$ cat config.mk
export PLATFORM = sky130hd
export DESIGN_NAME = esd_sqrt
export DESIGN_NICKNAME = d
export VERILOG_FILES = /design/src/rtl/core/esd_pkg.sv /design/src/rtl/core/esd_sqrt.sv
export SDC_FILE = /design/constraint.sdc
export NUM_CORES = 2
export LEC_CHECK = 0
export BUFFER_PORTS_ARGS = -buffer_cell sky130_fd_sc_hd__buf_4
export CAP_MARGIN = 10
export CORE_ASPECT_RATIO = 1.2
export CORE_UTILIZATION = 35
export CTS_BUF_LIST = sky130_fd_sc_hd__clkbuf_8
export DETAILED_ROUTE_END_ITERATION = 8
export PLACE_DENSITY = 0.47
export REMOVE_ABC_BUFFERS = 1
export SYNTH_ARGS = -nofsm -noshare
export SYNTH_HDL_FRONTEND = slang
export SYNTH_MEMORY_MAX_BITS = 65536
export SYNTH_SLANG_ARGS = --single-unit
$ cat constraint.sdc
create_clock -name clk -period 7.3 [get_ports clk]
set_input_delay 0.73 -clock clk [delete_from_list [all_inputs] [get_ports clk]]
set_output_delay 0.73 -clock clk [all_outputs]
set_load 0.02 [all_outputs]
$ cat src/rtl/core/esd_pkg.sv
// Shared widths, status codes and sideband type for the ellipse shape pipeline.
package esd_pkg;

    // Value format (unsigned fixed point)
    localparam int VW   = 32;           // value width
    localparam int FB   = 16;           // fraction bits
    localparam int SQW  = 2 * VW;       // square of a side
    localparam int FACW = SQW + 1;      // one denominator factor
    localparam int DENW = 2 * FACW;     // denominator
    localparam int SUMW = VW + 2;       // Heron sums
    localparam int PRW  = 2 * SUMW;     // product of two Heron sums
    localparam int NUMW = 2 * PRW;      // numerator
    localparam int RHSW = NUMW + 2 * FB; // numerator scaled by 2^(2*FB)
    localparam int QW   = 2 * VW;       // quotient before square root
    localparam int RDW  = VW + 1;       // reciprocal divisor / dividend
    localparam int DFW  = FB + 3;       // distance factor width

    localparam logic [VW-1:0] CUTOFF_RST = VW'(100) << FB;

    // Status codes
    localparam logic [1:0] ST_OK      = 2'd0;
    localparam logic [1:0] ST_BEYOND  = 2'd1;
    localparam logic [1:0] ST_INVALID = 2'd2;

    // Sideband that travels with each transaction
    typedef struct packed {
        logic [1:0] status;
        logic       sat;
    } tag_t;

endpackage

$ cat src/rtl/core/esd_sqrt.sv
// Pipelined integer square root, two radicand bits per stage.
module esd_sqrt (
    input  logic                   clk,
    input  logic                   rst_n,
    input  logic                   en,
    input  logic                   in_vld,
    input  logic [esd_pkg::QW-1:0] rad,
    input  esd_pkg::tag_t          in_tag,
    output logic                   out_vld,
    output logic [esd_pkg::VW-1:0] root,
    output esd_pkg::tag_t          out_tag
);
    import esd_pkg::*;

    localparam int RW = VW + 2;

    logic          vld_reg  [0:VW];
    logic [QW-1:0] rad_reg  [0:VW];
    logic [RW-1:0] rem_reg  [0:VW];
    logic [VW-1:0] root_reg [0:VW];
    tag_t          tag_reg  [0:VW];

    // entry stage
    always_ff @(posedge clk or negedge rst_n)
    begin
        if (!rst_n)
            vld_reg[0] <= 1'b0;
        else if (en)
            vld_reg[0] <= in_vld;
    end

    always_ff @(posedge clk)
    begin
        if (en)
        begin
            rad_reg[0]  <= rad;
            rem_reg[0]  <= '0;
            root_reg[0] <= '0;
            tag_reg[0]  <= in_tag;
        end
    end

    // one root bit per stage
    for (genvar k = 0; k < VW; k++)
    begin : g_stage
        localparam int BP = 2 * (VW - 1 - k);
        logic [RW-1:0] remx;
        logic [RW-1:0] trial;
        logic          ge;

        assign remx  = {rem_reg[k][VW-1:0], rad_reg[k][BP+1 -: 2]};
        assign trial = {root_reg[k], 2'b01};
        assign ge    = (remx >= trial);

        always_ff @(posedge clk or negedge rst_n)
        begin
            if (!rst_n)
                vld_reg[k+1] <= 1'b0;
            else if (en)
                vld_reg[k+1] <= vld_reg[k];
        end

        always_ff @(posedge clk)
        begin
            if (en)
            begin
                rad_reg[k+1]  <= rad_reg[k];
                rem_reg[k+1]  <= ge ? (remx - trial) : remx;
                root_reg[k+1] <= {root_reg[k][VW-2:0], ge};
                tag_reg[k+1]  <= tag_reg[k];
            end
        end
    end

    assign out_vld = vld_reg[VW];
    assign root    = root_reg[VW];
    assign out_tag = tag_reg[VW];
endmodule

* Word level (Yosys, flattened, before mapping)
Memories as Yosys holds them, arrays and structs flattened.
Cells that the tools add are included.
** Word-level totals
- Input bits :: 71
- Latch bits :: 0
- Output and inout port bits :: 36
- Register bits :: 33
- Word-level logic and storage cells :: 135
- RAM bits :: 4389
- Memory bits (read-only) :: 0
- Memories :: 4
** Cells by class
- Multiply operators :: 0
- Mux-type cells :: 34
- Div/mod/pow operators :: 0
- Shift-type cells :: 0
- Equal/unequal tests :: 0
- $add $sub $neg :: 32
- Bitwise gates (word level) :: 0
- Reduce and logical (&&, ||, !) cells :: 0
- $lt $le $gt $ge :: 32
** Memory list
- rad_reg :: words 33, width 64, read ports 32, clocked after memory_dff 0, write ports 33, line esd_sqrt.sv:18 : logic [QW-1:0] rad_reg [0:VW];
- rem_reg :: words 33, width 34, read ports 32, clocked after memory_dff 0, write ports 33, line esd_sqrt.sv:19 : logic [RW-1:0] rem_reg [0:VW];
- root_reg :: words 33, width 32, read ports 33, clocked after memory_dff 0, write ports 33, line esd_sqrt.sv:20 : logic [VW-1:0] root_reg [0:VW];
- tag_reg :: words 33, width 3, read ports 33, clocked after memory_dff 0, write ports 33, line esd_sqrt.sv:21 : tag_t tag_reg [0:VW];
** Operators by type and width (number)
- greater-or-equal comparator 34 bit :: 32
- two-way mux 34 bit :: 32
- subtractor 34 bit :: 32
- two-way mux 1 bit :: 2

* Logic depth before layout (Yosys ltp)
An unclocked memory read counts as a cell.
- Depth after elaboration :: 3
- Depth in mapped cells :: 15
- Mapped depth without buffers :: 13

* Worst setup path before layout
No wires, ideal clock.
- Kind :: flip-flop to flip-flop
- Start :: memory rem_reg[0][1020] in the netlist's numbering
- End :: memory rem_reg[0][1056] in the netlist's numbering, data pin
- Arrival time :: 3.090 ns
- Stages on the path, launching flop included :: 13
- Setup slack :: 3.950 ns
- Cell sequence :: edfxtp_1 ha_1 nor2b_1 o31a_1 or4_4 a31oi_4 o211ai_2 a21oi_4 o21ai_2 a221oi_4 o21ai_2 buf_6 mux2_4
** RTL lines (line)
- from (decl) :: esd_sqrt.sv:19

==> summary.txt <==
Power and ir drop
  – Net Sw Frac: between 20 and 30%
  – Total Power: 41.77 mW
  – LEAKAGE: around 52 nW
  – Sequential share of power: approximately half
  – Sw power: roughly 12 mW
  – PD cells: between 300 and 400 mW/mm²
  – Combinational Power Share: roughly a fifth
  – VDD IR-drop max: ~0.17 mV
  – P_int: 29.54 mW
  – Clock share of power: between 30% and 40%

Synthesis
  – Synth Area in Adders: 5.843%
  – Register area share after synthesis: 66.38%
  – Ys flop type: edfxtp_1
  – Compound-cell area share of the yosys netlist: under 10%
  – Largest family of logic cells by synthesized area: simple AND/OR/NAND/NOR gates
  – Cells after Synth: between 8000 and 9000
  – Synth warnings: 0
  – Simple-gate share of the synthesized area: 9.019%
  – Syn Area/Cell: 13.52 µm²
  – Number of synthesized flops with an enable pin: about 2600
  – Post-synth ARST share: 1.240%
  – Multiplexer share of the synthesized area: 1.475%
  – Yosys reg bits: 2661
  – Mapped Area: approximately 0.12 mm²
  – Netlist cell types: between 100 and 150
  – Synth Area in XOR/XNOR: around 5.8%

Cells and area
  – Seq. cell area: roughly 0.08 mm²
  – Core Util, Final: roughly two fifths
  – Final layout net count: 10050
  – Fillcell total: between 30000 and 40000
  – Multi-input gate area: ~0.037 mm²
  – Finished layout cell area: 0.1357 mm²
  – Max reg flops: roughly 1100
  – Area growth syn-to-layout: 12.95%
  – Share of cells above drive strength 1: 9.834%
  – Final Non-Filler Cells: between 10000 and 15000
  – Most frequent cells in the layout: edfxtp_1 (2628), inv_1 (845), a21oi_1 (572)
  – Commonest non-fill, non-tap cell in the layout: edfxtp_1

GRT
  – Gr usage total: approximately 15%
  – Antenna violations before repair: 4
  – Number of global-route vias before repair: just over 70000
  – First-pass GRT wire length: around 400 mm
  – Pin count of the biggest net entering global routing: between 150 and 200
  – Gr ovfl total: 0

Critical path
  – Worst Path Required: just over 8 ns
  – Critical Path Max Stage Delay: between 1 and 1.5 ns
  – Most used cell, CP: o21ai_0
  – Setup CP Type: reg2reg
  – Critical path arrival: 5.52 ns
  – CP max stage cell: a2111oi_0
  – Critical path launch point type: register
  – Crit Path Max Fanout: 23
  – CP Cell Sequence: ha_1 -> nor2b_1 -> o21ai_0 -> a21oi_1 -> o21ai_0 -> a2111oi_0 -> nor3b_1 -> nand2_1 -> nor4b_1 -> nand3_1 -> xnor2_1
  – Critical Path Sink Type: register

Clocking
  – Clock tree buffer depth: 4
  – Root Driver: clkbuf_8
  – Setup Buffers After CTS: 0
  – Post-CTS Resized: 0
  – H-tree level count: 5
  – Clock-pin slew on the worst setup and hold paths: ~0.07 ns
  – Clock sinks: about 2700
  – CTS Buf Count: 444
  – Skew-Pair Late Insertion Delay: between 1 and 1.5 ns
  – CTS tree: built

Placement
  – Gpl congestion: between 0.8 and 0.9
  – Placed Area: 0.1266 mm²
  – Dpl hpwl: ~190 mm
  – IO Port Bufs: 106
  – Worst slack, placed: between 2 and 3 ns
  – Cell count after placement: between 10000 and 15000

Timing
  – Unrepaired setup endpoints after global routing: false
  – Worst slew pin tran: about 1.2 ns
  – FMAX: 213.5 MHz
  – Final hold vios: 0
  – Setup TNS: 0 ns
  – Slew HR: between 15 and 20%
  – Final WS setup: roughly 2.6 ns
  – Hold_ws: 0.1433 ns
  – Post-layout min period: 4.685 ns
  – Setup violations, final: 0
  – Layout Skew: 0.07257 ns
  – Tcrit/Tclk final: 64.18%
  – Pins Over Slew Limit: 0

Detailed routing
  – Via count: roughly 70000
  – Via density per instance: just under 5
  – Total Routed Length: 265.1 mm
  – Detail Route Antenna Nets: 0
  – Routed WL per cell: approximately 19 µm
  – Remaining DRCs: 0
  – Initial drt markers: about 4100
  – First-pass DRT Iterations: 5

Die
  – Num ports: approximately 110
  – Width of the die: around 540 µm
  – Chip height: 643.8 µm
  – Core ar.: roughly 0.34 mm²
  – FP Rows: ~240
  – Initial Util: between 30% and 40%
  – Die area: 0.3456 mm²

Outcome
  – Status: finished clean

Min path
  – Hold WC Path Type: in2async

Run
  – Maxcap violations: 0
-- kinds of logic (layout without fill, tap and decap cells) --
| logic type | Yosys count | after routing |
|---|---|---|
| AND/OR/NAND/NOR | 2179 | 2179 |
| XOR/XNOR | 796 | 796 |
| flip-flops | 2661 | 2661 |
| other | 1 | 12 |
| multiplexers | 149 | 149 |
| AO/OA/AOI/OAI | 1691 | 1691 |
| buffers and inverters | 851 | 1734 |
| adder cells (fa/ha/maj) | 561 | 561 |
-- metal layers --
metal  global-route usage [%]  share of wire (%)
met5                        0                  0
met4                    7.021                4.6
met3                    2.393                3.4
met2                    28.86                 54
met1                    15.97                 38
-- Yosys cell counts, types with 54 or more instances --
library cell | number | area share, %
nand2b_1 | 125 | 0.65
mux2_2 | 114 | 1.1
edfxtp_1 | 2628 | 66
nor4_1 | 103 | 0.54
nor2b_1 | 99 | 0.52
o21bai_1 | 54 | 0.34
nor3_1 | 196 | 0.82
a21oi_1 | 572 | 2.4
ha_1 | 561 | 5.8
nand3_1 | 145 | 0.60
nand2_1 | 539 | 1.7
o21ai_0 | 405 | 1.7
o21a_1 | 85 | 0.53
or3_1 | 67 | 0.35
inv_1 | 694 | 2.2
xor2_1 | 387 | 2.8
nor2_1 | 558 | 1.7
nand4_1 | 93 | 0.48
xnor2_1 | 409 | 3.0
clkbuf_1 | 114 | 0.36
a21o_1 | 207 | 1.3
-- cell type report --
cell class	count	share of cell area [%]
antenna	11	0.02029
clock buffer	451	4.574
clock inverter	350	1.555
inverter	695	1.922
multi-input combinational	5377	27.42
sequential	2661	58.76
tap	4503	4.152
timing repair buffer	238	1.597
-- timing repair --
item | 4_1_cts | 5_1_grt
hold buffers | 69 | 0
endpoints found under the setup margin | 0 | 0
hold endpoints to repair | 101 | 0
-- path summary, 6_finish.rpt --
kind,startpoint,slack (ns),to,cells past startpoint
setup / recovery,rem_reg[0][340]$_DFFE_PP_,2.62,rem_reg[0][394]$_DFFE_PP_,11
hold / removal,rst_n,0.14,vld_reg[32]$_DFFE_PN0P_,2
setup reg to reg,rem_reg[0][340]$_DFFE_PP_,2.62,rem_reg[0][394]$_DFFE_PP_,11
hold reg to reg,rad_reg[0][1176]$_DFFE_PP_,0.37,rad_reg[0][1240]$_DFFE_PP_,0
max in group asynchronous,rst_n,6.83,vld_reg[20]$_DFFE_PN0P_,2
min in group clk,en,0.20,rad_reg[0][27]$_DFFE_PP_,1
-- worst max-delay path, delay by kind of cell, from the launching register on --
family                     cells  cell delay, ns
and+or+nand+nor                5            1.95
AOI/OAI and AO/OA              4            1.58
DFF                            1            0.40
adders and majority gates      1            0.37
xor gates and xnor gates       1            0.16
-- power by group through the flow --
stage | clock (mW) | combinational (mW) | sequential, mW
6_report | 12.6 | 8.61 | 20.6
5_1_grt | 13.8 | 9.57 | 20.8
4_1_cts | 13.2 | 8.67 | 20.6
3_5_place_dp | 0 | 8.59 | 20.9
3_3_place_gp | 0 | 8.51 | 20.9
2_1_floorplan | 0 | 6.31 | 20.2
Power figures use the tool's default switching activity.
