### src/rtl/core/esd_pkg.sv
// Shared widths, status codes and sideband type for the ellipse shape pipeline.
package esd_pkg;

    // Value format (unsigned fixed point)
    localparam int VW   = 32;           // value width
    localparam int FB   = 16;           // fraction bits
    localparam int SQW  = 2 * VW;       // square of a side
    localparam int FACW = SQW + 1;      // one denominator factor
    localparam int DENW = 2 * FACW;     // denominator
    localparam int SUMW = VW + 2;       // Heron sums
    localparam int PRW  = 2 * SUMW;     // product of two Heron sums
    localparam int NUMW = 2 * PRW;      // numerator
    localparam int RHSW = NUMW + 2 * FB; // numerator scaled by 2^(2*FB)
    localparam int QW   = 2 * VW;       // quotient before square root
    localparam int RDW  = VW + 1;       // reciprocal divisor / dividend
    localparam int DFW  = FB + 3;       // distance factor width

    localparam logic [VW-1:0] CUTOFF_RST = VW'(100) << FB;

    // Status codes
    localparam logic [1:0] ST_OK      = 2'd0;
    localparam logic [1:0] ST_BEYOND  = 2'd1;
    localparam logic [1:0] ST_INVALID = 2'd2;

    // Sideband that travels with each transaction
    typedef struct packed {
        logic [1:0] status;
        logic       sat;
    } tag_t;

endpackage

### src/rtl/core/esd_recip.sv
// Pipelined divider for floor(2^(2*FB) / (shape + 0.25)), one bit per stage.
module esd_recip (
    input  logic                    clk,
    input  logic                    rst_n,
    input  logic                    en,
    input  logic                    in_vld,
    input  logic [esd_pkg::VW-1:0]  shape,
    input  esd_pkg::tag_t           in_tag,
    output logic                    out_vld,
    output logic [esd_pkg::VW-1:0]  out_shape,
    output logic [esd_pkg::DFW-1:0] quo,
    output esd_pkg::tag_t           out_tag
);
    import esd_pkg::*;

    localparam int TW = RDW + DFW;

    logic           vld_reg   [0:DFW];
    logic [RDW-1:0] rem_reg   [0:DFW];
    logic [RDW-1:0] dvs_reg   [0:DFW];
    logic [DFW-1:0] quo_reg   [0:DFW];
    logic [VW-1:0]  shape_reg [0:DFW];
    tag_t           tag_reg   [0:DFW];

    // entry stage: divisor = shape + 0.25, dividend = 1.0 squared
    always_ff @(posedge clk or negedge rst_n)
    begin
        if (!rst_n)
            vld_reg[0] <= 1'b0;
        else if (en)
            vld_reg[0] <= in_vld;
    end

    always_ff @(posedge clk)
    begin
        if (en)
        begin
            rem_reg[0]   <= RDW'(1) << (2 * FB);
            dvs_reg[0]   <= RDW'(shape) + (RDW'(1) << (FB - 2));
            quo_reg[0]   <= '0;
            shape_reg[0] <= shape;
            tag_reg[0]   <= in_tag;
        end
    end

    for (genvar k = 0; k < DFW; k++)
    begin : g_stage
        localparam int SH = DFW - 1 - k;
        logic [TW-1:0] trial;
        logic [TW-1:0] remx;
        logic          ge;

        assign trial = TW'(dvs_reg[k]) << SH;
        assign remx  = TW'(rem_reg[k]);
        assign ge    = (remx >= trial);

        always_ff @(posedge clk or negedge rst_n)
        begin
            if (!rst_n)
                vld_reg[k+1] <= 1'b0;
            else if (en)
                vld_reg[k+1] <= vld_reg[k];
        end

        always_ff @(posedge clk)
        begin
            if (en)
            begin
                rem_reg[k+1]   <= ge ? RDW'(remx - trial) : rem_reg[k];
                dvs_reg[k+1]   <= dvs_reg[k];
                quo_reg[k+1]   <= quo_reg[k] | (DFW'(ge) << SH);
                shape_reg[k+1] <= shape_reg[k];
                tag_reg[k+1]   <= tag_reg[k];
            end
        end
    end

    assign out_vld   = vld_reg[DFW];
    assign out_shape = shape_reg[DFW];
    assign quo       = quo_reg[DFW];
    assign out_tag   = tag_reg[DFW];
endmodule

### config.mk
export PLATFORM = sky130hd
export DESIGN_NAME = esd_recip
export DESIGN_NICKNAME = d
export VERILOG_FILES = /design/src/rtl/core/esd_pkg.sv /design/src/rtl/core/esd_recip.sv
export SDC_FILE = /design/constraint.sdc
export NUM_CORES = 2
export LEC_CHECK = 0
export BUFFER_PORTS_ARGS = -buffer_cell sky130_fd_sc_hd__buf_4
export CORE_MARGIN = 2
export CORE_UTILIZATION = 55
export DETAILED_ROUTE_END_ITERATION = 16
export PLACE_DENSITY = 0.78
export SLEW_MARGIN = 20
export SYNTH_ARGS = -nofsm -noshare
export SYNTH_HDL_FRONTEND = slang
export SYNTH_SLANG_ARGS = --single-unit
export TNS_END_PERCENT = 100
### constraint.sdc
create_clock -name clk -period 3.2 [get_ports clk]
set_input_delay 0.16 -clock clk [delete_from_list [all_inputs] [get_ports clk]]
set_output_delay 0.16 -clock clk [all_outputs]
set_load 0.02 [all_outputs]
Word-level counts from Yosys, hierarchy flattened --
Memory sizes are Yosys's and may differ from the RTL's. Index checks and enable logic that the tools add are counted.
Cells by class: add/sub/neg operators 20, multiply operators 0, divide/modulo/power cells 0, order comparisons 19, eq/ne operators 0, shift operators 0, multiplexer cells 21, bitwise logic cells 19, reductions and logical operators 0
Operators by type and width (number):
- 33-bit 2-to-1 mux | 19
- 33-bit subtractor | 19
- 33-bit by 51-bit greater-or-equal comparator with 1-bit output | 1
- 33-bit by 50-bit greater-or-equal comparator with 1-bit output | 1
- 33-bit by 49-bit greater-or-equal comparator with 1-bit output | 1
- 33-bit by 48-bit greater-or-equal comparator with 1-bit output | 1
- 33-bit by 47-bit greater-or-equal comparator with 1-bit output | 1
- 33-bit by 46-bit greater-or-equal comparator with 1-bit output | 1
- 33-bit by 45-bit greater-or-equal comparator with 1-bit output | 1
- 33-bit by 44-bit greater-or-equal comparator with 1-bit output | 1
- 33-bit by 43-bit greater-or-equal comparator with 1-bit output | 1
- 33-bit by 42-bit greater-or-equal comparator with 1-bit output | 1
- 33-bit by 41-bit greater-or-equal comparator with 1-bit output | 1
- 33-bit by 40-bit greater-or-equal comparator with 1-bit output | 1
- 33-bit by 39-bit greater-or-equal comparator with 1-bit output | 1
- 33-bit by 38-bit greater-or-equal comparator with 1-bit output | 1
- 33-bit by 37-bit greater-or-equal comparator with 1-bit output | 1
- 33-bit by 36-bit greater-or-equal comparator with 1-bit output | 1
- 33-bit by 35-bit greater-or-equal comparator with 1-bit output | 1
- 33-bit by 34-bit greater-or-equal comparator with 1-bit output | 1
- 32-bit by 15-bit adder with 33-bit output (second input constant) | 1
- 33-bit greater-or-equal comparator | 1
- 19-bit by 1-bit bitwise OR with 19-bit output | 1
- 19-bit by 10-bit bitwise OR with 19-bit output | 1
- other kinds (18) | 19
Storage, ports and cells: flip-flop bits (word level) 20, bits in latches 0, memory bits (writable) 2400, memory bits (read-only) 0, bits of input ports 39, output and inout port bits 55, logic and storage cells 104, memories 5
Memories:
- dvs_reg | words 20, bits a word 33, rd ports 19, clocked after memory_dff 0, write ports 20, line esd_recip.sv:20 | logic [RDW-1:0] dvs_reg [0:DFW];
- rem_reg | words 20, bits a word 33, rd ports 19, clocked after memory_dff 0, write ports 20, line esd_recip.sv:19 | logic [RDW-1:0] rem_reg [0:DFW];
- shape_reg | words 20, bits a word 32, rd ports 20, clocked after memory_dff 0, write ports 20, line esd_recip.sv:22 | logic [VW-1:0] shape_reg [0:DFW];
- quo_reg | words 20, bits a word 19, rd ports 20, clocked after memory_dff 0, write ports 20, line esd_recip.sv:21 | logic [DFW-1:0] quo_reg [0:DFW];
- tag_reg | words 20, bits a word 3, rd ports 20, clocked after memory_dff 0, write ports 20, line esd_recip.sv:23 | tag_t tag_reg [0:DFW];

Longest topological paths before layout --
An unclocked memory read counts as a cell.
depth in word-level cells 3, depth in mapped cells 14, mapped depth without buffers 12

Worst setup path after synthesis --
OpenSTA, ideal clock, no wires.
path kind reg2reg, start point memory shape_reg[9][1] (netlist: shape_reg[2][33]), end point memory rem_reg[10][13] in the netlist's numbering (data pin), setup time 0.260 ns, data arrival time 3.106 ns, required time 2.940 ns, slack -0.166 ns, stages on the path, launching flop included 14, buffers on the path 1, period minus slack after synthesis 3.366 ns, path through edfxtp_1 > inv_1 > ha_1 > nor2b_1 > o21ai_0 > a21boi_0 > o32ai_2 > o211ai_1 > a2111oi_2 > nor3_1 > o211ai_1 > o21a_1 > buf_2 > mux2_2
RTL lines (line):
- start: declaration | esd_recip.sv:22
- end: declaration | esd_recip.sv:19

==> impl_metrics.tcl <==
set metrics [dict create \
    status "finished with violations" \
    violations "setup timing" \
    drc 0 \
    finalSetupTns_ns -28.90 \
    period_needed_ns 3.59 \
    final-seq-area_mm2 0.0508 \
    synth_cell_types 78 \
    ios 94 \
    synth-seq-cells 1694 \
    place_area_mm2 0.0854 \
    rsz0062_at_grt "yes" \
    routed.top_layer "met5" \
    io_buffers 93 \
    area_delta_synth_final_pct 21.7 \
    num_rows 138 \
    cts_buffers 172 \
    start_kind "register" \
    die_y_um 381 \
    synth_area_mm2 0.0782 \
    synth.top_cell.area_share_pct 64.3 \
    setup_viol 200 \
    slew_headroom_pct 30.2 \
    async_flop_share_pct 1.18 \
    fin_skew_ns 0.0971 \
    fmax_ghz 0.278 \
    vias 49400 \
    worst_pin_slew_ns 1.04 \
    synth_common_cells "1674 x edfxtp_1, 577 x inv_1, 442 x ha_1, 382 x nand2_1, 352 x o21ai_0" \
    fin_nets 7178 \
    wl_per_cell_um 20.7 \
    chipWidth_um 381 \
    synth.most_common_cell "edfxtp_1" \
    synth.largest_area_cell "edfxtp_1" \
    min_period_over_period_pct 112 \
    start_util_pct 55.3 \
    n_fill_cell 9215 \
    cts_max_level 4 \
    clk_latency_ns 0.87 \
    p_per_area_mw_per_mm2 572 \
    gr-usage-all-layers_pct 23.5 \
    met1Wirelength_um 57200 \
    grt_pass1_vias 51000 \
    multiInputGateArea_mm2 0.0265 \
    synth_enable_flop_cells 1674 \
    synth_warnings 0 \
    drive_above_1_share_pct 22.7 \
    synth.area.top_cells "edfxtp_1 64%, ha_1 7.1%, inv_1 2.8%, mux2_2 2.6%, xnor2_1 2.4%" \
    wl_um 181000 \
    synth_fp_nets 6273 \
    wl_met3_um 7960 \
    overflow 0 \
    p_leak_nw 38.8 \
    dominantRegCellSynth "edfxtp_1" \
    dieArea_mm2 0.145 \
    setup_ws_ns -0.392 \
    largest_reg_flops 571 \
    synthCells 5775 \
    grt_max_degree 122 \
    crit_path_end_kind "register" \
    fin_area_mm2 0.0952 \
    routabilityCongestion 0.954 \
    avgSynthCellArea_um2 13.5 \
    seq_area_frac_synth_pct 64.9 \
    vias_per_cell 5.67 \
    grt_antenna_before_repair 2 \
    hold_violations 0 \
    met2_length_um 98900 \
    clockBufferDepth 3 \
    core_mm2 0.141 \
    clock-sinks 1694 \
    cts.clk_slew.worst_paths_ns 0.07 \
    cap_violations 0 \
    path_max_fanout 6 \
    place_hpwl_um 113000 \
    grt_pass1_wl_um 267000 \
    required_ns 3.75 \
    cts_tree "done" \
    drv_slew 0 \
    firstDrtPassIters 5 \
    critPathKind "reg2reg" \
    drt_iter0_drc 3205 \
    hp-class "in2reg" \
    antenna_violating_nets_post_route 0 \
    clock-root-buffer "clkbuf_16" \
    arrival_ns 4.14 \
    post-route-util_pct 67.3 \
    ir_drop_mv 0.562 \
]
==> cell families after synthesis <==
kind of cell	synth area share, %
simple gates	6.98
xor+xnor	3.94
flops	64.9
compound gates	9.79
buf+inv	3.61
mux	3.25
fa+ha+maj	7.51
==> area by class of cell <==
type	instances	area share [%]
antenna	1	0.00263
clock buffer	207	4.70
clock inverter	108	1.34
inverter	578	2.29
multi-input combinational	3377	27.8
sequential	1694	53.3
tap	1890	2.48
timing repair buffer	857	8.00
==> placed cells by master (no fill, tap or decap), types with 46 or more instances in the layout <==
cell,Yosys,routed
edfxtp_1,1674,1674
buf_4,36,698
inv_1,577,564
ha_1,442,405
nand2_1,382,379
o21ai_0,352,277
a21oi_1,303,269
xnor2_1,217,216
nor2_1,217,213
clkbuf_16,0,182
a21o_1,182,181
xor2_1,135,134
mux2_2,179,108
mux2_4,27,98
nand3_1,77,76
nand4_1,68,68
nor3_1,72,66
nor2b_1,75,59
nand2b_1,57,51
dlygate4sd3_1,0,50
buf_12,0,49
o21ai_1,8,47
nor4_1,49,46
o21a_1,47,46
==> where the power goes <==
group,internal (mW),switching (mW)
Sequential,26.0,0.749
Clock,11.4,8.87
Combinational,3.44,3.99
Total,40.9,13.6
==> stage by stage <==
stage / hold slack [ns] / total power, mW / setup WS [ns] / instances
2_1_floorplan: -0.136 / 30.9 / -0.00666 / 5775
6_report: 0.0435 / 54.5 / -0.392 / 8712
3_5_place_dp: 0.0503 / 33.6 / -0.435 / 8182
4_1_cts: 0.000187 / 54.1 / -0.291 / 8625
3_3_place_gp: 0.0408 / 33.3 / -0.417 / 8182
5_1_grt: 0.00554 / 56.4 / -0.506 / 8711
==> layer usage <==
metal,global-route usage (%),vias to the layer above
li1,-,23100
met1,21.6,23800
met2,46.1,1742
met3,3.33,797
met4,17.4,4
met5,0,-
==> what timing repair did <==
action / 4_1_cts / 5_1_grt
pin swaps: 94 / 137
cloned: 15 / 8
setup buffers: 65 / 88
gates resized for setup: 232 / 277
hold endpoints to repair: 174 / 0
hold buffers: 50 / 0
setup endpoints to repair: 317 / 391
==> worst paths after layout <==
path                            slack [ns]              from                 to  cells past startpoint
worst max-delay path                 -0.39  shape_reg[2][33]    rem_reg[10][23]                     15
worst min-delay path                  0.04          shape[7]      dvs_reg[0][7]                      2
worst max register to register       -0.39  shape_reg[2][33]    rem_reg[10][23]                     15
worst min register to register        0.41  shape_reg[0][94]  shape_reg[0][126]                      0
max in group asynchronous             2.13             rst_n        vld_reg[13]                      3
min in group asynchronous             0.55             rst_n        vld_reg[10]                      3
==> critical path, cell delays in order (launching register included) <==
cell,delay (ns)
edfxtp_1,0.41
inv_2,0.09
ha_4,0.21
nor2b_4,0.14
o21ai_4,0.18
a21boi_2,0.10
o32ai_2,0.24
buf_4,0.18
o211ai_1,0.15
a2111oi_2,0.49
nor3_2,0.10
o211ai_1,0.18
o21a_2,0.22
buf_6,0.15
buf_16,0.14
mux2_4,0.29
Power figures use the tool's default switching activity.
